## src/rtl/bsonp_pkg.sv

```systemverilog
// ----------------------------------------------------------------------------
// bsonp_pkg
// Types, codes and constants shared by the parser's modules.
// ----------------------------------------------------------------------------
package bsonp_pkg;

  // Default bound on a name, terminator included.
  localparam int NAME_LIMIT = 32;

  // Element type codes.
  localparam logic [7:0] T_EOO    = 8'h00;
  localparam logic [7:0] T_DOUBLE = 8'h01;
  localparam logic [7:0] T_STRING = 8'h02;
  localparam logic [7:0] T_BINARY = 8'h05;
  localparam logic [7:0] T_INT    = 8'h10;

  // The name terminator.
  localparam logic [7:0] NUL_BYTE = 8'h00;

  // Event kinds.
  localparam logic [2:0] KIND_NAME    = 3'd0;
  localparam logic [2:0] KIND_ELEMENT = 3'd1;
  localparam logic [2:0] KIND_PAYLOAD = 3'd2;
  localparam logic [2:0] KIND_END     = 3'd3;
  localparam logic [2:0] KIND_ERROR   = 3'd4;

  // Error codes.
  localparam logic ERR_NAME_LONG = 1'b0;
  localparam logic ERR_BAD_TYPE  = 1'b1;

  typedef struct packed {
    logic [7:0] data_byte;
    logic       start_document;
  } item_t;

  typedef struct packed {
    logic [2:0]  event_kind;
    logic [7:0]  element_type;
    logic [7:0]  byte_value;
    logic [31:0] int_value;
    logic [63:0] double_bits;
    logic [30:0] payload_length;
    logic [7:0]  binary_subtype;
    logic        last_payload;
    logic        error_code;
  } result_t;

endpackage

```

## src/rtl/bsonp_in_stage.sv

```systemverilog
// ----------------------------------------------------------------------------
// bsonp_in_stage
// Input register: holds one accepted byte until the parser consumes it.
// ----------------------------------------------------------------------------
module bsonp_in_stage (
  input  logic             clk,
  input  logic             rst_n,
  input  logic             in_valid,
  output logic             in_ready,
  input  bsonp_pkg::item_t in_item,
  input  logic             advance,
  output logic             item_valid,
  output bsonp_pkg::item_t item
);

  logic             valid_r;
  logic             valid_nxt;
  bsonp_pkg::item_t item_r;

  // The register frees up in the same cycle as its content is consumed.
  assign in_ready  = !valid_r || advance;
  assign valid_nxt = in_valid ? 1'b1 : (valid_r && !advance);

  always_ff @(posedge clk) begin
    if (!rst_n) begin
      valid_r <= 1'b0;
    end else begin
      valid_r <= in_ready ? valid_nxt : valid_r;
    end
  end

  always_ff @(posedge clk) begin
    if (in_valid && in_ready) begin
      item_r <= in_item;
    end
  end

  assign item_valid = valid_r;
  assign item       = item_r;

endmodule

```

## src/rtl/bsonp_core.sv

```systemverilog
// ----------------------------------------------------------------------------
// bsonp_core
// Phase machine of the parser: one byte per step, at most one result.
// ----------------------------------------------------------------------------
module bsonp_core #(
  parameter int NAME_LIMIT = bsonp_pkg::NAME_LIMIT
) (
  input  logic               clk,
  input  logic               rst_n,
  input  logic               step,
  input  bsonp_pkg::item_t   item,
  input  logic               deliver_payload,
  output logic               res_valid,
  output bsonp_pkg::result_t res
);

  localparam int NC_W = $clog2(NAME_LIMIT);

  typedef enum logic [2:0] {
    PH_IDLE,
    PH_LENGTH,
    PH_TYPE,
    PH_NAME,
    PH_VALUE,
    PH_PAYLOAD
  } phase_t;

  phase_t      phase_r, phase_nxt;
  logic [3:0]  byte_count_r, byte_count_nxt;
  logic [NC_W-1:0] name_count_r, name_count_nxt;
  logic [7:0]  current_type_r, current_type_nxt;
  logic [63:0] value_shift_r, value_shift_nxt;
  logic [30:0] payload_remaining_r, payload_remaining_nxt;
  logic [7:0]  subtype_hold_r, subtype_hold_nxt;

  logic [7:0]  b;
  logic [3:0]  bc_inc;
  logic [3:0]  value_len;
  logic [63:0] shift_in;
  logic [31:0] raw_len;
  logic [30:0] len_clip;
  logic        known_type;

  assign b      = item.data_byte;
  assign bc_inc = byte_count_r + 4'd1;

  // Bytes carried by the value field of each type, length words included.
  always_comb begin
    priority if (current_type_r == bsonp_pkg::T_INT ||
                 current_type_r == bsonp_pkg::T_STRING) begin
      value_len = 4'd4;
    end else if (current_type_r == bsonp_pkg::T_BINARY) begin
      value_len = 4'd5;
    end else begin
      value_len = 4'd8;
    end
  end

  assign known_type = (current_type_r == bsonp_pkg::T_INT)    ||
                      (current_type_r == bsonp_pkg::T_DOUBLE) ||
                      (current_type_r == bsonp_pkg::T_STRING) ||
                      (current_type_r == bsonp_pkg::T_BINARY);

  // Little-endian assembly: the byte lands in the lane that the count selects.
  always_comb begin
    shift_in = value_shift_r;
    for (int i = 0; i < 8; i++) begin
      if (byte_count_r == 4'(i)) begin
        shift_in[8*i +: 8] = value_shift_r[8*i +: 8] | b;
      end
    end
  end

  assign raw_len  = shift_in[31:0];
  assign len_clip = raw_len[31] ? 31'd0 : raw_len[30:0];

  always_comb begin
    phase_nxt             = phase_r;
    byte_count_nxt        = byte_count_r;
    name_count_nxt        = name_count_r;
    current_type_nxt      = current_type_r;
    value_shift_nxt       = value_shift_r;
    payload_remaining_nxt = payload_remaining_r;
    subtype_hold_nxt      = subtype_hold_r;
    res_valid             = 1'b0;
    res                   = '0;

    if (item.start_document) begin
      phase_nxt      = PH_LENGTH;
      byte_count_nxt = 4'd1;
    end else begin
      unique case (phase_r)
        PH_LENGTH: begin
          byte_count_nxt = bc_inc;
          if (bc_inc >= 4'd4) begin
            phase_nxt = PH_TYPE;
          end
        end
        PH_TYPE: begin
          current_type_nxt = b;
          if (b == bsonp_pkg::T_EOO) begin
            phase_nxt      = PH_IDLE;
            res_valid      = 1'b1;
            res.event_kind = bsonp_pkg::KIND_END;
          end else begin
            name_count_nxt = '0;
            phase_nxt      = PH_NAME;
          end
        end
        PH_NAME: begin
          if (b == bsonp_pkg::NUL_BYTE) begin
            if (known_type) begin
              phase_nxt       = PH_VALUE;
              byte_count_nxt  = 4'd0;
              value_shift_nxt = '0;
            end else begin
              phase_nxt        = PH_IDLE;
              res_valid        = 1'b1;
              res.event_kind   = bsonp_pkg::KIND_ERROR;
              res.element_type = current_type_r;
              res.error_code   = bsonp_pkg::ERR_BAD_TYPE;
            end
          end else if (name_count_r == NC_W'(NAME_LIMIT - 1)) begin
            // No room is left for the terminator.
            phase_nxt        = PH_IDLE;
            res_valid        = 1'b1;
            res.event_kind   = bsonp_pkg::KIND_ERROR;
            res.element_type = current_type_r;
            res.error_code   = bsonp_pkg::ERR_NAME_LONG;
          end else begin
            name_count_nxt   = name_count_r + 1'b1;
            res_valid        = 1'b1;
            res.event_kind   = bsonp_pkg::KIND_NAME;
            res.element_type = current_type_r;
            res.byte_value   = b;
          end
        end
        PH_VALUE: begin
          value_shift_nxt = (byte_count_r < 4'd8) ? shift_in : value_shift_r;
          if (current_type_r == bsonp_pkg::T_BINARY && byte_count_r == 4'd4) begin
            subtype_hold_nxt = b;
          end
          byte_count_nxt = bc_inc;
          if (bc_inc >= value_len) begin
            res_valid        = 1'b1;
            res.event_kind   = bsonp_pkg::KIND_ELEMENT;
            res.element_type = current_type_r;
            if (current_type_r == bsonp_pkg::T_INT) begin
              res.int_value = value_shift_nxt[31:0];
              phase_nxt     = PH_TYPE;
            end else if (current_type_r == bsonp_pkg::T_DOUBLE) begin
              res.double_bits = value_shift_nxt;
              phase_nxt       = PH_TYPE;
            end else begin
              payload_remaining_nxt = len_clip;
              if (current_type_r != bsonp_pkg::T_BINARY) begin
                subtype_hold_nxt = 8'd0;
              end
              res.payload_length = len_clip;
              res.binary_subtype = subtype_hold_nxt;
              phase_nxt          = (len_clip != 31'd0) ? PH_PAYLOAD : PH_TYPE;
            end
          end
        end
        PH_PAYLOAD: begin
          if (payload_remaining_r != 31'd0) begin
            payload_remaining_nxt = payload_remaining_r - 31'd1;
          end
          if (payload_remaining_nxt == 31'd0) begin
            phase_nxt = PH_TYPE;
          end
          if (deliver_payload) begin
            res_valid          = 1'b1;
            res.event_kind     = bsonp_pkg::KIND_PAYLOAD;
            res.element_type   = current_type_r;
            res.byte_value     = b;
            res.binary_subtype = (current_type_r == bsonp_pkg::T_BINARY) ?
                                 subtype_hold_r : 8'd0;
            res.last_payload   = (payload_remaining_nxt == 31'd0);
          end
        end
        default: begin
          phase_nxt = PH_IDLE;
        end
      endcase
    end
  end

  always_ff @(posedge clk) begin
    if (!rst_n) begin
      phase_r             <= PH_IDLE;
      byte_count_r        <= '0;
      name_count_r        <= '0;
      current_type_r      <= '0;
      value_shift_r       <= '0;
      payload_remaining_r <= '0;
      subtype_hold_r      <= '0;
    end else if (step) begin
      phase_r             <= phase_nxt;
      byte_count_r        <= byte_count_nxt;
      name_count_r        <= name_count_nxt;
      current_type_r      <= current_type_nxt;
      value_shift_r       <= value_shift_nxt;
      payload_remaining_r <= payload_remaining_nxt;
      subtype_hold_r      <= subtype_hold_nxt;
    end
  end

endmodule

```

## src/rtl/bsonp_out_reg.sv

```systemverilog
// ----------------------------------------------------------------------------
// bsonp_out_reg
// Result register that holds one event until the consumer takes it.
// ----------------------------------------------------------------------------
module bsonp_out_reg (
  input  logic               clk,
  input  logic               rst_n,
  input  logic               load,
  input  logic               res_valid,
  input  bsonp_pkg::result_t res,
  input  logic               out_ready,
  output logic               out_valid,
  output bsonp_pkg::result_t out_res
);

  logic               valid_r;
  bsonp_pkg::result_t res_r;

  always_ff @(posedge clk) begin
    if (!rst_n) begin
      valid_r <= 1'b0;
    end else if (load) begin
      valid_r <= res_valid;
    end else if (out_ready) begin
      valid_r <= 1'b0;
    end
  end

  always_ff @(posedge clk) begin
    if (load && res_valid) begin
      res_r <= res;
    end
  end

  assign out_valid = valid_r;
  assign out_res   = res_r;

endmodule

```

## src/rtl/bson_element_parser.sv

```systemverilog
// ----------------------------------------------------------------------------
// bson_element_parser
// Path: a byte is taken into the input register at its transfer; its event
//   enters the result register when the byte advances, which a stall can delay.
// Throughput: one byte per cycle while the result register is not stalled.
// Reset: synchronous, active low; the parser goes idle, payload delivery is
//   switched off and both pipeline registers are emptied.
// ----------------------------------------------------------------------------
module bson_element_parser #(
  parameter int NAME_LIMIT = bsonp_pkg::NAME_LIMIT
) (
  input  logic        clk,
  input  logic        rst_n,
  // Byte stream.
  input  logic        in_valid,
  output logic        in_ready,
  input  logic [7:0]  in_data_byte,
  input  logic        in_start_document,
  // Events.
  output logic        out_valid,
  input  logic        out_ready,
  output logic [2:0]  out_event_kind,
  output logic [7:0]  out_element_type,
  output logic [7:0]  out_byte_value,
  output logic signed [31:0] out_int_value,
  output logic [63:0] out_double_bits,
  output logic [30:0] out_payload_length,
  output logic [7:0]  out_binary_subtype,
  output logic        out_last_payload,
  output logic        out_error_code,
  // Configuration.
  input  logic        cfg_valid,
  output logic        cfg_ready,
  input  logic        cfg_deliver_payload
);

  bsonp_pkg::item_t   in_item;
  bsonp_pkg::item_t   item;
  bsonp_pkg::result_t res;
  bsonp_pkg::result_t out_res;
  logic               item_valid;
  logic               advance;
  logic               res_valid;
  logic               deliver_payload_r;

  // The configuration register takes a write in any cycle; the user must make
  // writes only while the stream is quiet (unchecked): no value changes mid-step.
  assign cfg_ready = 1'b1;

  always_ff @(posedge clk) begin
    if (!rst_n) begin
      deliver_payload_r <= 1'b0;
    end else if (cfg_valid && cfg_ready) begin
      deliver_payload_r <= cfg_deliver_payload;
    end
  end

  assign in_item.data_byte      = in_data_byte;
  assign in_item.start_document = in_start_document;

  // A held byte moves through the phase machine whenever the result register
  // is empty or being drained in this cycle. Bytes that cause no event still
  // advance, leaving the result register empty behind them.
  assign advance = item_valid && (!out_valid || out_ready);

  bsonp_in_stage u_in_stage (
    .clk        (clk),
    .rst_n      (rst_n),
    .in_valid   (in_valid),
    .in_ready   (in_ready),
    .in_item    (in_item),
    .advance    (advance),
    .item_valid (item_valid),
    .item       (item)
  );

  bsonp_core #(
    .NAME_LIMIT (NAME_LIMIT)
  ) u_core (
    .clk             (clk),
    .rst_n           (rst_n),
    .step            (advance),
    .item            (item),
    .deliver_payload (deliver_payload_r),
    .res_valid       (res_valid),
    .res             (res)
  );

  bsonp_out_reg u_out_reg (
    .clk       (clk),
    .rst_n     (rst_n),
    .load      (advance),
    .res_valid (res_valid),
    .res       (res),
    .out_ready (out_ready),
    .out_valid (out_valid),
    .out_res   (out_res)
  );

  assign out_event_kind     = out_res.event_kind;
  assign out_element_type   = out_res.element_type;
  assign out_byte_value     = out_res.byte_value;
  assign out_int_value      = out_res.int_value;
  assign out_double_bits    = out_res.double_bits;
  assign out_payload_length = out_res.payload_length;
  assign out_binary_subtype = out_res.binary_subtype;
  assign out_last_payload   = out_res.last_payload;
  assign out_error_code     = out_res.error_code;

  // Input back-pressure only ever comes from a stalled, full result register.
  a_stall_cause: assert property (@(posedge clk) disable iff (!rst_n)
    !in_ready |-> (out_valid && !out_ready))
    else $error("input stalled without a stalled result");

  // Only an element-ready event carries assembled value fields.
  a_value_fields: assert property (@(posedge clk) disable iff (!rst_n)
    (out_valid && out_event_kind != bsonp_pkg::KIND_ELEMENT) |->
    (out_int_value == 32'sd0 && out_double_bits == 64'd0 &&
     out_payload_length == 31'd0))
    else $error("value fields set outside an element-ready event");

  // The last-byte flag belongs to payload transfers only.
  a_last_kind: assert property (@(posedge clk) disable iff (!rst_n)
    (out_valid && out_last_payload) |-> (out_event_kind == bsonp_pkg::KIND_PAYLOAD))
    else $error("last-payload flag on a non-payload event");

  // A payload event is only produced while delivery is switched on.
  a_payload_enabled: assert property (@(posedge clk) disable iff (!rst_n)
    (advance && res_valid && res.event_kind == bsonp_pkg::KIND_PAYLOAD) |->
    deliver_payload_r)
    else $error("payload event while delivery is off");

endmodule

```

## config.mk

```make
export PLATFORM = sky130hd
export DESIGN_NAME = bson_element_parser
export DESIGN_NICKNAME = d
export VERILOG_FILES = /design/src/rtl/bsonp_pkg.sv /design/src/rtl/bsonp_in_stage.sv /design/src/rtl/bsonp_core.sv /design/src/rtl/bsonp_out_reg.sv /design/src/rtl/bson_element_parser.sv
export SDC_FILE = /design/constraint.sdc
export NUM_CORES = 1
export LEC_CHECK = 0
export BUFFER_PORTS_ARGS = -buffer_cell sky130_fd_sc_hd__clkbuf_2
export CAP_MARGIN = 15
export CORE_MARGIN = 5
export CORE_UTILIZATION = 62
export CTS_CLUSTER_SIZE = 10
export DETAILED_ROUTE_END_ITERATION = 10
export GPL_ROUTABILITY_DRIVEN = 0
export PLACE_DENSITY = 0.87
export SLEW_MARGIN = 20
export SYNTH_ARGS = -nofsm -noshare
export SYNTH_HDL_FRONTEND = slang
export SYNTH_HIERARCHICAL = 1
export SYNTH_SLANG_ARGS = --single-unit
```

## constraint.sdc

```tcl
create_clock -name clk -period 6.4 [get_ports clk]
set_input_delay 0.32 -clock clk [delete_from_list [all_inputs] [get_ports clk]]
set_output_delay 0.32 -clock clk [all_outputs]
set_load 0.05 [all_outputs]
```

After elaboration in Yosys (flattened, before gate mapping)
Index checks and enable logic that the tools add are counted.
{"block": "op_classes", "n_addsub": 3, "mul": 0, "n_div": 0, "magnitude_cmp": 3, "eq_ne": 32, "shifts": 0, "n_mux": 74, "bitwise": 17, "reduce_logical": 37}
{"cell": "31-bit two-way mux", "count": 7}
{"cell": "64-bit two-way mux", "count": 3}
{"cell": "8-bit two-way mux", "count": 19}
{"cell": "64-bit one-hot mux with 2 select lines", "count": 1}
{"cell": "8-bit OR", "count": 8}
{"cell": "31-bit one-hot mux with 2 select lines", "count": 1}
{"cell": "31-bit nonzero test", "count": 2}
{"cell": "11-bit two-way mux", "count": 3}
{"cell": "8-bit one-hot mux with 2 select lines", "count": 2}
{"cell": "31-bit zero test", "count": 1}
{"cell": "31-bit by 1-bit subtractor with 31-bit output (second input constant)", "count": 1}
{"cell": "3-bit two-way mux", "count": 10}
{"cell": "8-bit one-hot mux with 3 select lines", "count": 1}
{"cell": "4-bit two-way mux", "count": 5}
{"cell": "18-bit two-way mux", "count": 1}
{"cell": "9-bit two-way mux", "count": 2}
{"cell": "4-bit by 3-bit equality test with 1-bit output (second input constant)", "count": 4}
{"cell": "5-bit two-way mux", "count": 3}
{"cell": "3-bit by 2-bit inequality test with 1-bit output (second input constant)", "count": 5}
{"cell": "3-bit one-hot mux with 5 select lines", "count": 1}
{"cell": "3-bit one-hot mux with 4 select lines", "count": 1}
{"cell": "6-bit AND reduction", "count": 2}
{"cell": "2-bit inequality test (second input constant)", "count": 5}
{"cell": "5-bit one-hot mux with 2 select lines", "count": 1}
{"cell": "other kinds (37)", "count": 77}
{"block": "word_totals", "regBits": 291, "latch_bits": 0, "ramBits": 0, "romBits": 0, "output_inout_bits": 159, "elab_cells": 187, "n_memories": 0}

Logic depth before layout (Yosys ltp)
Gate-level depths: netlist of the first run.
{"block": "logic_depth", "depth_word": 10, "mapped_depth": 15}

Hierarchy
The synthesis of the first run kept the hierarchy.
{"module": "bsonp_core", "instances": 1, "cells_each": 1107, "area_per_inst_um2": 7588.5, "seq_area_each_um2": 2462.4}
{"module": "bsonp_out_reg", "instances": 1, "cells_each": 160, "area_per_inst_um2": 4728.3, "seq_area_each_um2": 4704.5}
{"module": "bsonp_in_stage", "instances": 1, "cells_each": 14, "area_per_inst_um2": 327.8, "seq_area_each_um2": 290.3}
{"module": "bson_element_parser", "instances": 1, "cells_each": 7, "area_per_inst_um2": 58.8, "seq_area_each_um2": 20.0}

Worst setup path after synthesis of the first run
No wires, ideal clock.
{"block": "synth_path", "path_type": "register -> register", "from": "register u_core.current_type_r[4]", "to": "register u_out_reg.valid_r, in the netlist u_out_reg/out_valid", "setup_time_ns": 0.117, "arrival_time_ns": 3.363, "required_ns": 6.283, "path_slack_ns": 2.920, "path_stages_with_launch": 14, "path_buffers": 1, "synth_period_minus_slack_ns": 3.480, "cell_sequence": "dfxtp_1 clkbuf_1 nor3b_1 nand3_1 inv_1 ha_1 or3b_2 a21o_1 a21oi_1 o21ai_0 a21oi_1 a21oi_1 and2_4 o21a_1"}
{"block": "synth_between", "elab_chain_cells": 9}
{"element": "start: declaration", "line_no": "bsonp_core.sv:31", "source": "logic [7:0] current_type_r, current_type_nxt;"}
{"element": "start signal: assignment", "line_no": "bsonp_core.sv:202", "source": "current_type_r <= current_type_nxt;"}
{"element": "branches (longest 6 deep; another with 4-bit >= comparator)"}
{"element": "1-bit one-hot mux with 4 select lines *", "line_no": "bsonp_core.sv:92", "source": "unique case (phase_r)"}
{"element": "1-bit two-way mux *", "line_no": "bsonp_core.sv:88", "source": "if (item.start_document) begin"}
{"element": "via res_valid", "line_no": "bson_element_parser.sv:43", "source": "logic res_valid;"}
{"element": "1-bit two-way mux *", "line_no": "bsonp_out_reg.sv:22", "source": "end else if (load) begin"}
{"element": "end signal: assignment", "line_no": "bsonp_out_reg.sv:23", "source": "valid_r <= res_valid;"}
{"element": "end: declaration", "line_no": "bsonp_out_reg.sv:16", "source": "logic valid_r;"}
Mark *: on every way through the listed nets, which the timed path passes.
A chain may end at the register's enable or synchronous reset.

Worst setup path after layout of the first run
{"block": "layout_path", "from": "register u_core.current_type_r[3]", "to": "register u_out_reg.res_r, in the netlist u_out_reg/out_res[46] (enable)"}
{"block": "layout_between", "elab_chain_cells": 9}
{"element": "branches (longest 6 deep; another with 4-bit >= comparator)"}
{"element": "1-bit one-hot mux with 4 select lines *", "line_no": "bsonp_core.sv:92"}
{"element": "1-bit two-way mux *", "line_no": "bsonp_core.sv:88"}
{"element": "via res_valid", "line_no": "bson_element_parser.sv:43"}
{"element": "1-bit logical AND *", "line_no": "bsonp_out_reg.sv:30", "source": "if (load && res_valid) begin"}
{"element": "end signal: assignment", "line_no": "bsonp_out_reg.sv:31", "source": "res_r <= res;"}
{"element": "end: declaration", "line_no": "bsonp_out_reg.sv:17", "source": "bsonp_pkg::result_t res_r;"}
Marks and branches as above.

==> qor.json, run 1 <==
{
  "area_growth_pct": 16.56,
  "most_repeated_cell_in_the_gate_level_netlist_after_synthesis": "sky130_fd_sc_hd__nor2_1",
  "max-slew-margin-rel": 0.2041,
  "synth.yosys.seq_area_share": 0.5886,
  "slowest_delay_ns": 0.49,
  "via_per_inst": 6.281,
  "cts_root_buf": "sky130_fd_sc_hd__clkbuf_16",
  "max_freq_mhz": 239.9,
  "groute.usage.overall": 0.2849,
  "top_level_ports": 174,
  "dp_hpwl_um": 22000,
  "routed_wl_um": 34310,
  "r2r-start": "u_core/current_type_r[3]",
  "drtAntennaViolNets": 0,
  "critical_path.startpoint_type": "flip-flop",
  "synth_edf_count": 165,
  "timing.clock.skew_ns": 0.02434,
  "critPathArrivalTime_ns": 4.37,
  "cts_buffers": 35,
  "cellLeakagePower_nw": 5.574,
  "synth_nets": 1314,
  "setup.worst_path.class": "reg2reg",
  "setup_tns_ns": 0,
  "mappedNetlistArea_um2": 12700,
  "regArea_um2": 7477,
  "detail_route.first_pass.iterations": 5,
  "tritoncts": "yes",
  "drive_gt1_frac": 0.1727,
  "first_iter_violations": 1412,
  "drcViolationCount": 0,
  "grt_setup_unrepaired": "no",
  "synth-async-reset-ratio": 0,
  "syn_area_per_cell_um2": 9.863,
  "cts_setup_buffers": 0,
  "holdCritPathClass": "in2reg",
  "route.vias.total": 10859,
  "nets": 1461,
  "crit_top_cell": "sky130_fd_sc_hd__a21oi_1",
  "pwr_density_cell_nw_per_um2": 261.4,
  "dp_worst_slack_ns": 2.342,
  "regToRegEndpoint": "u_out_reg/out_res[46]",
  "sinks_on_clock_net": 291,
  "std_cell_rows": 52,
  "multiInputGateArea_um2": 4842,
  "postSynthRegisterBits": 291,
  "fin_crit_sh": 0.6512,
  "crit_path_end_kind": "flip-flop",
  "hold_buffers": 9,
  "timing.final.setup_violations": 0,
  "peakVddDrop_v": 0.0002201,
  "layout.core_utilization": 0.7318,
  "cts.clk_slew.worst_paths_ns": 0.05,
  "worst_ep_required_time_ns": 6.61,
  "synth.top_cells.by_count": "sky130_fd_sc_hd__nor2_1, sky130_fd_sc_hd__a21oi_1, sky130_fd_sc_hd__edfxtp_1, sky130_fd_sc_hd__dfxtp_1, sky130_fd_sc_hd__clkbuf_1",
  "cap_viol_max_count": 0,
  "timing.critical_path.slowest_stage_cell": "sky130_fd_sc_hd__nor4_1",
  "synth.distinct_cells": 77,
  "cell_count_of_the_worst_reg_to_reg_path": 12,
  "post_drt_wl_per_cell_um": 19.84,
  "design.core.area_um2": 20230,
  "syn-instance-count": 1288,
  "critical_path_fanout_max": 82,
  "fillCellCount": 1371,
  "path_cells": "nor4_1 > nand3_1 > inv_1 > ha_1 > or3b_2 > a21o_1 > a21oi_1 > o21ai_0 > a21oi_1 > a21oi_1 > and2_4 > buf_4",
  "hold_violations": 0,
  "synth_ff_type": "sky130_fd_sc_hd__edfxtp_1",
  "antenna_violations_before_repair": 0,
  "n_antenna_cell": 0,
  "htree_levels": 2,
  "setup.reg_to_reg.worst_slack_ns": 2.23,
  "hp-start": "in_valid",
  "ctsResizeCount": 0,
  "grt_start_max_net_pins": 90,
  "maxSlewViolCount": 0,
  "min_delay_worst_endpoint": "u_in_stage/item_valid",
  "layout_min_cycle_time_ns": 4.168,
  "netlist_top_cells_area": "sky130_fd_sc_hd__edfxtp_1, sky130_fd_sc_hd__dfxtp_1, sky130_fd_sc_hd__nor2_1, sky130_fd_sc_hd__a21oi_1, sky130_fd_sc_hd__nor3_1",
  "place.port_buffers": 172,
  "run_status": "finished, final reports clean",
  "totalPowerFinal_mw": 3.870,
  "cts.path.max_buffers": 3,
  "die_w_um": 153.1,
  "yosys_warnings": 6,
  "number_of_global_route_vias_before_repair": 10622,
  "worstHoldPathCells": 3,
  "worst_slew_pin_slew_ns": 1.186,
  "fp.dieH_um": 153.1,
  "synth_area_leader_cell": "sky130_fd_sc_hd__edfxtp_1",
  "fp.dieArea_um2": 23450,
  "final.setup.worst_slack_ns": 2.232,
  "starting_density_of_the_core": 0.6278,
  "grt_first_pass_wirelength_um": 54740,
  "synth.top_cell.area_share": 0.3900,
  "grt_remaining_overflow": 0,
  "clock_latency_ns": 0.52
}
## through the flow
stage               instance area, um2  hold slack (ns)  instances
floorplan                        12700           0.4189       1288
global placement                 13690           0.4450       1659
detailed placement               13690           0.4526       1659
CTS                              14810          0.03369       1729
global route                     14810          0.04596       1729
finish                           14810          0.05008       1729
## power by group
part / total, mW / switching, mW / internal (mW)
Clock: 1.79 / 0.724 / 1.06
Combinational: 0.0972 / 0.0688 / 0.0284
Sequential: 1.99 / 0.0215 / 1.96
## critical path, delay by kind of cell (launching register included)
| family | cells | cell delay (ns) |
|---|---|---|
| simple gates | 4 | 1.65 |
| compound gates | 5 | 0.95 |
| buf+inv | 2 | 0.61 |
| flops | 1 | 0.33 |
| fa+ha+maj | 1 | 0.24 |
## cell usage in the layout (no fill, tap or decap), types with 16 or more instances in the layout
cell type,netlist,routed
sky130_fd_sc_hd__a21oi_1,169,169
sky130_fd_sc_hd__a22oi_1,24,24
sky130_fd_sc_hd__and2_1,26,26
sky130_fd_sc_hd__clkbuf_1,71,22
sky130_fd_sc_hd__clkbuf_16,0,35
sky130_fd_sc_hd__clkbuf_2,0,172
sky130_fd_sc_hd__dfxtp_1,126,126
sky130_fd_sc_hd__edfxtp_1,165,165
sky130_fd_sc_hd__nand2_1,58,58
sky130_fd_sc_hd__nand3_1,20,20
sky130_fd_sc_hd__nand4_1,17,17
sky130_fd_sc_hd__nor2_1,279,279
sky130_fd_sc_hd__nor2b_1,16,16
sky130_fd_sc_hd__nor3_1,69,69
sky130_fd_sc_hd__o21ai_0,35,35
## how the worst max path moves through the flow
stage	start	end	slack (ns)	cells past startpoint
after floorplan	u_core/current_type_r[4]	u_out_reg/out_valid	2.92	13
after global placement	u_core/current_type_r[3]	u_out_reg/out_res[44]	2.51	12
after detailed placement	u_core/current_type_r[3]	u_out_reg/out_valid	2.34	13
after CTS	u_core/current_type_r[3]	u_out_reg/out_res[46]	2.32	12
after global routing	u_core/current_type_r[0]	u_out_reg/out_valid	1.93	13
final	u_core/current_type_r[3]	u_out_reg/out_res[46]	2.23	12
## layout make-up
type | instances | area share
Inverter | 16 | 0.004141
Clock buffer | 57 | 0.06473
Clock inverter | 4 | 0.004479
Multi-Input combinational cell | 895 | 0.3270
Timing Repair Buffer | 196 | 0.07183
Tap cell | 270 | 0.02282
Sequential cell | 291 | 0.5050
## kinds of logic (layout without fill, tap and decap cells)
kind of cell	after synthesis	after routing	synth area share
AOI/OAI and AO/OA	304	304	0.1428
DFF	291	291	0.5886
adders and majority gates	11	11	0.01083
buffers and inverters	102	273	0.03142
other	1	1	0.0002952
xor gates and xnor gates	11	11	0.007585
muxes	10	10	0.007978
and+or+nand+nor	558	558	0.2105
## registers in the layout (all words and copies together) (netlist names)
signal,count
u_core/name_count_r,5
u_in_stage/item_valid,1
u_out_reg/out_valid,1
u_core/phase_r,3
u_core/subtype_hold_r,8
u_core/value_shift_r,64
u_in_stage/item,9
deliver_payload_r,1
u_core/payload_remaining_r,31
u_out_reg/out_res,156
u_core/byte_count_r,4
u_core/current_type_r,8
## layer usage
layer,track usage,vias up,share of wire
li1,-,4934,-
met1,0.3527,5110,0.37
met2,0.4767,685,0.48
met3,0.06474,130,0.10
met4,0.1332,0,0.046
met5,0,-,0
Power figures use the tool's default switching activity.
==> run 2: changes to the inputs <==
--- a/config.mk
+++ b/config.mk
@@ -8,11 +8,11 @@
 export BUFFER_PORTS_ARGS = -buffer_cell sky130_fd_sc_hd__clkbuf_2
 export CAP_MARGIN = 15
 export CORE_MARGIN = 5
-export CORE_UTILIZATION = 62
+export CORE_UTILIZATION = 52
 export CTS_CLUSTER_SIZE = 10
 export DETAILED_ROUTE_END_ITERATION = 10
 export GPL_ROUTABILITY_DRIVEN = 0
-export PLACE_DENSITY = 0.87
+export PLACE_DENSITY = 0.78
 export SLEW_MARGIN = 20
 export SYNTH_ARGS = -nofsm -noshare
 export SYNTH_HDL_FRONTEND = slang
==> constraint.sdc (replaced) <==
create_clock -name clk -period 3.5 [get_ports clk]
set_input_delay 0.175 -clock clk [delete_from_list [all_inputs] [get_ports clk]]
set_output_delay 0.175 -clock clk [all_outputs]
set_load 0.05 [all_outputs]
==> run 2 against run 1 <==
Compared with the run above: clock skew down 0.00069 ns; worst hold slack improved by 0.042 ns; first-iteration DRC count rose by 12%; worst setup slack got worse by 2.0 ns; routed wire length grew 4.7%; count of clock-buffer cells in the layout rose by 2; sequential power is 82% higher; via count increased by 1.7%; combinational power grew 130%; critical path depth down 2; die area up 18%; critical endpoint is now u_out_reg/out_res[1]; largest cell class unchanged.
==> qor.json, run 2 (same netlist as run 1, synthesis figures left out) <==
{
  "dp_hpwl": {"value": 23340, "unit": "um", "change": "+6.1%"},
  "area_growth_pct": 21.23,
  "drcViolationCount": {"value": 0, "change": "unchanged"},
  "setup_tns": {"value": 0, "unit": "ns", "change": "unchanged"},
  "placed_cells_incl_taps": {"value": 1761, "change": "+6.1%"},
  "stdcell_area": {"value": 15400, "unit": "um2", "change": "+4.0%"},
  "first_iter_violations": {"value": 1583, "change": "+12%"},
  "internal_power": {"value": 5.624, "unit": "mW", "change": "+84%"},
  "place.port_buffers": {"value": 172, "change": "unchanged"},
  "worst_slew_pin_slew": {"value": 1.033, "unit": "ns", "change": "-0.1531 ns"},
  "drive_gt1_frac": {"value": 0.2016, "change": "+0.02887"},
  "critical_path.startpoint_type": "flip-flop",
  "cts.path.max_buffers": {"value": 3, "change": "unchanged"},
  "max_freq": {"value": 301.4, "unit": "MHz", "change": "+26%"},
  "pwr_density_cell": {"value": 465.2, "unit": "nW/um2", "change": "+78%"},
  "sinks_on_clock_net": {"value": 291, "change": "unchanged"},
  "totalPowerFinal": {"value": 7.165, "unit": "mW", "change": "+85%"},
  "crit_path_end_kind": "flip-flop",
  "cts_root_buf": "sky130_fd_sc_hd__clkbuf_16",
  "fp.dieArea": {"value": 27660, "unit": "um2", "change": "+18%"},
  "grt_remaining_overflow": {"value": 0, "change": "unchanged"},
  "timing.hold.ws": {"value": 0.09216, "unit": "ns", "change": "+0.04208 ns"},
  "seq_power_share": {"value": 0.505, "change": "-0.008"},
  "layout.cells.most_common": "sky130_fd_sc_hd__nor2_1",
  "worst_ep_required_time": {"value": 3.84, "unit": "ns", "change": "-2.77 ns"},
  "route.vias.total": {"value": 11041, "change": "+1.7%"},
  "die_w": {"value": 166.3, "unit": "um", "change": "+8.6%"},
  "antenna_violations_before_repair": {"value": 1, "change": "+1"},
  "critPathArrivalTime": {"value": 3.66, "unit": "ns", "change": "-0.71 ns"},
  "cts.clk_slew.worst_paths": {"value": 0.05, "unit": "ns", "change": "about the same"},
  "cellLeakagePower": {"value": 5.909, "unit": "nW", "change": "+6.0%"},
  "via_per_inst": {"value": 6.010, "change": "-4.3%"},
  "holdCritPathClass": "in2reg",
  "final.setup.worst_slack": {"value": 0.1826, "unit": "ns", "change": "-2.050 ns"},
  "clk_network_pwr_share": {"value": 0.464, "change": "+0.002"},
  "critical_path_fanout_max": {"value": 9, "change": "-89%"},
  "number_of_global_route_vias_before_repair": {"value": 10663, "change": "+0.39%"},
  "grt_start_max_net_pins": {"value": 65, "change": "-28%"},
  "layout_common_cells": "sky130_fd_sc_hd__nor2_1, sky130_fd_sc_hd__clkbuf_2, sky130_fd_sc_hd__a21oi_1, sky130_fd_sc_hd__edfxtp_1, sky130_fd_sc_hd__dfxtp_1",
  "layoutNonFillerInstCount": {"value": 1837, "change": "+6.2%"},
  "post_drt_wl_per_cell": {"value": 19.56, "unit": "um", "change": "-1.4%"},
  "tritoncts": "yes",
  "largest_reg_flops": {"value": 156, "change": "unchanged"},
  "peakVddDrop": {"value": 0.0003606, "unit": "V", "change": "+64%"},
  "drtAntennaViolNets": {"value": 0, "change": "unchanged"},
  "grt_first_pass_wirelength": {"value": 57070, "unit": "um", "change": "+4.3%"},
  "detail_route.first_pass.iterations": {"value": 5, "change": "unchanged"},
  "cts_buffers": {"value": 35, "change": "unchanged"},
  "setup.worst_path.class": "reg2reg",
  "r2r-start": "u_core/payload_remaining_r[1]",
  "max-slew-margin-rel": {"value": 0.3073, "change": "+0.1032"},
  "top_level_ports": {"value": 174, "change": "unchanged"},
  "maxSlewViolCount": {"value": 0, "change": "unchanged"},
  "layout_min_cycle_time": {"value": 3.317, "unit": "ns", "change": "-0.8505 ns"},
  "clock_latency": {"value": 0.53, "unit": "ns", "change": "about the same"},
  "hp-start": "rst_n",
  "htree_levels": {"value": 2, "change": "unchanged"},
  "grt_setup_unrepaired": "no",
  "design.core.area": {"value": 24180, "unit": "um2", "change": "+19%"},
  "fp.dieH": {"value": 166.3, "unit": "um", "change": "+8.6%"},
  "routed_wl": {"value": 35940, "unit": "um", "change": "+4.7%"},
  "p_comb_frac": {"value": 0.031, "change": "+0.006"},
  "hold_violations": {"value": 0, "change": "unchanged"},
  "nets": {"value": 1513, "change": "+3.6%"},
  "timing.final.setup_violations": {"value": 0, "change": "unchanged"},
  "fin_crit_sh": {"value": 0.9478, "change": "+0.2966"},
  "groute.usage.overall": {"value": 0.2514, "change": "-0.03356"},
  "timing.clock.skew": {"value": 0.02365, "unit": "ns", "change": "-0.0006904 ns"},
  "p_switching": {"value": 1.540, "unit": "mW", "change": "+89%"},
  "layout.core_utilization": {"value": 0.6370, "change": "-0.09475"},
  "power_switching_share": {"value": 0.2150, "change": "+0.004692"},
  "n_antenna_cell": {"value": 0, "change": "unchanged"},
  "starting_density_of_the_core": {"value": 0.5254, "change": "-0.1024"},
  "dp_worst_slack": {"value": 0.08568, "unit": "ns", "change": "-2.256 ns"},
  "cap_viol_max_count": {"value": 0, "change": "unchanged"},
  "setup.worst_path.start": "u_core/payload_remaining_r[1]",
  "run_status": "finished, final reports clean",
  "dpl_cell_area": {"value": 14210, "unit": "um2", "change": "+3.8%"},
  "std_cell_rows": {"value": 57, "change": "+9.6%"},
  "cts_setup_buffers": {"value": 0, "change": "unchanged"}
}
-- run 2: power groups by stage --
| stage | Clock (mW) | Sequential (mW) | Combinational (mW) |
|---|---|---|---|
| after detailed placement | 0 | 3.69 | 0.203 |
| after floorplan | 0 | 3.67 | 0.123 |
| after global placement | 0 | 3.69 | 0.202 |
| after global routing | 3.52 | 3.62 | 0.234 |
| final | 3.32 | 3.62 | 0.223 |
| after CTS | 3.36 | 3.62 | 0.216 |
-- run 2: critical path, cell delays in order (launching register included) --
cell and delay, ns:
sky130_fd_sc_hd__dfxtp_1 0.36, sky130_fd_sc_hd__inv_1 0.12, sky130_fd_sc_hd__ha_1 0.30, sky130_fd_sc_hd__nor3b_2 0.34
sky130_fd_sc_hd__nand2_1 0.31, sky130_fd_sc_hd__o31a_1 0.39, sky130_fd_sc_hd__a21oi_2 0.22, sky130_fd_sc_hd__or4b_1 0.47
sky130_fd_sc_hd__a211oi_2 0.25, sky130_fd_sc_hd__nand4_1 0.15, sky130_fd_sc_hd__nor4b_2 0.23
-- run 2: repair_timing --
action                     4_1_cts  5_1_grt
hold endpoints to repair        12        0
hold buffers                    13        0
resized for setup                0        3
setup endpoints to repair        0      281
-- run 2: final cells by class --
class	count	area (um2)
clock buffer	59	997.2
clock inverter	4	52.55
fill	1899	8776
inverter	16	60.06
multi-input combinational	895	4857
sequential	291	7477
tap	324	405.4
timing repair buffer	248	1551
-- run 2: worst paths after layout --
kind                       endpoint  slack [ns]  cells past startpoint
max            u_out_reg/out_res[1]        0.18                     10
min             u_out_reg/out_valid        0.09                      2
max reg2reg    u_out_reg/out_res[1]        0.18                     10
min reg2reg  u_core/name_count_r[4]        0.46                      2
-- run 2: metal layers --
metal	share of wire	up-vias	global-route usage
met5	0.00036	-	0
met4	0.041	2	0.1049
met3	0.091	115	0.05189
met2	0.47	633	0.4151
met1	0.39	5243	0.3248
li1	-	5048	-
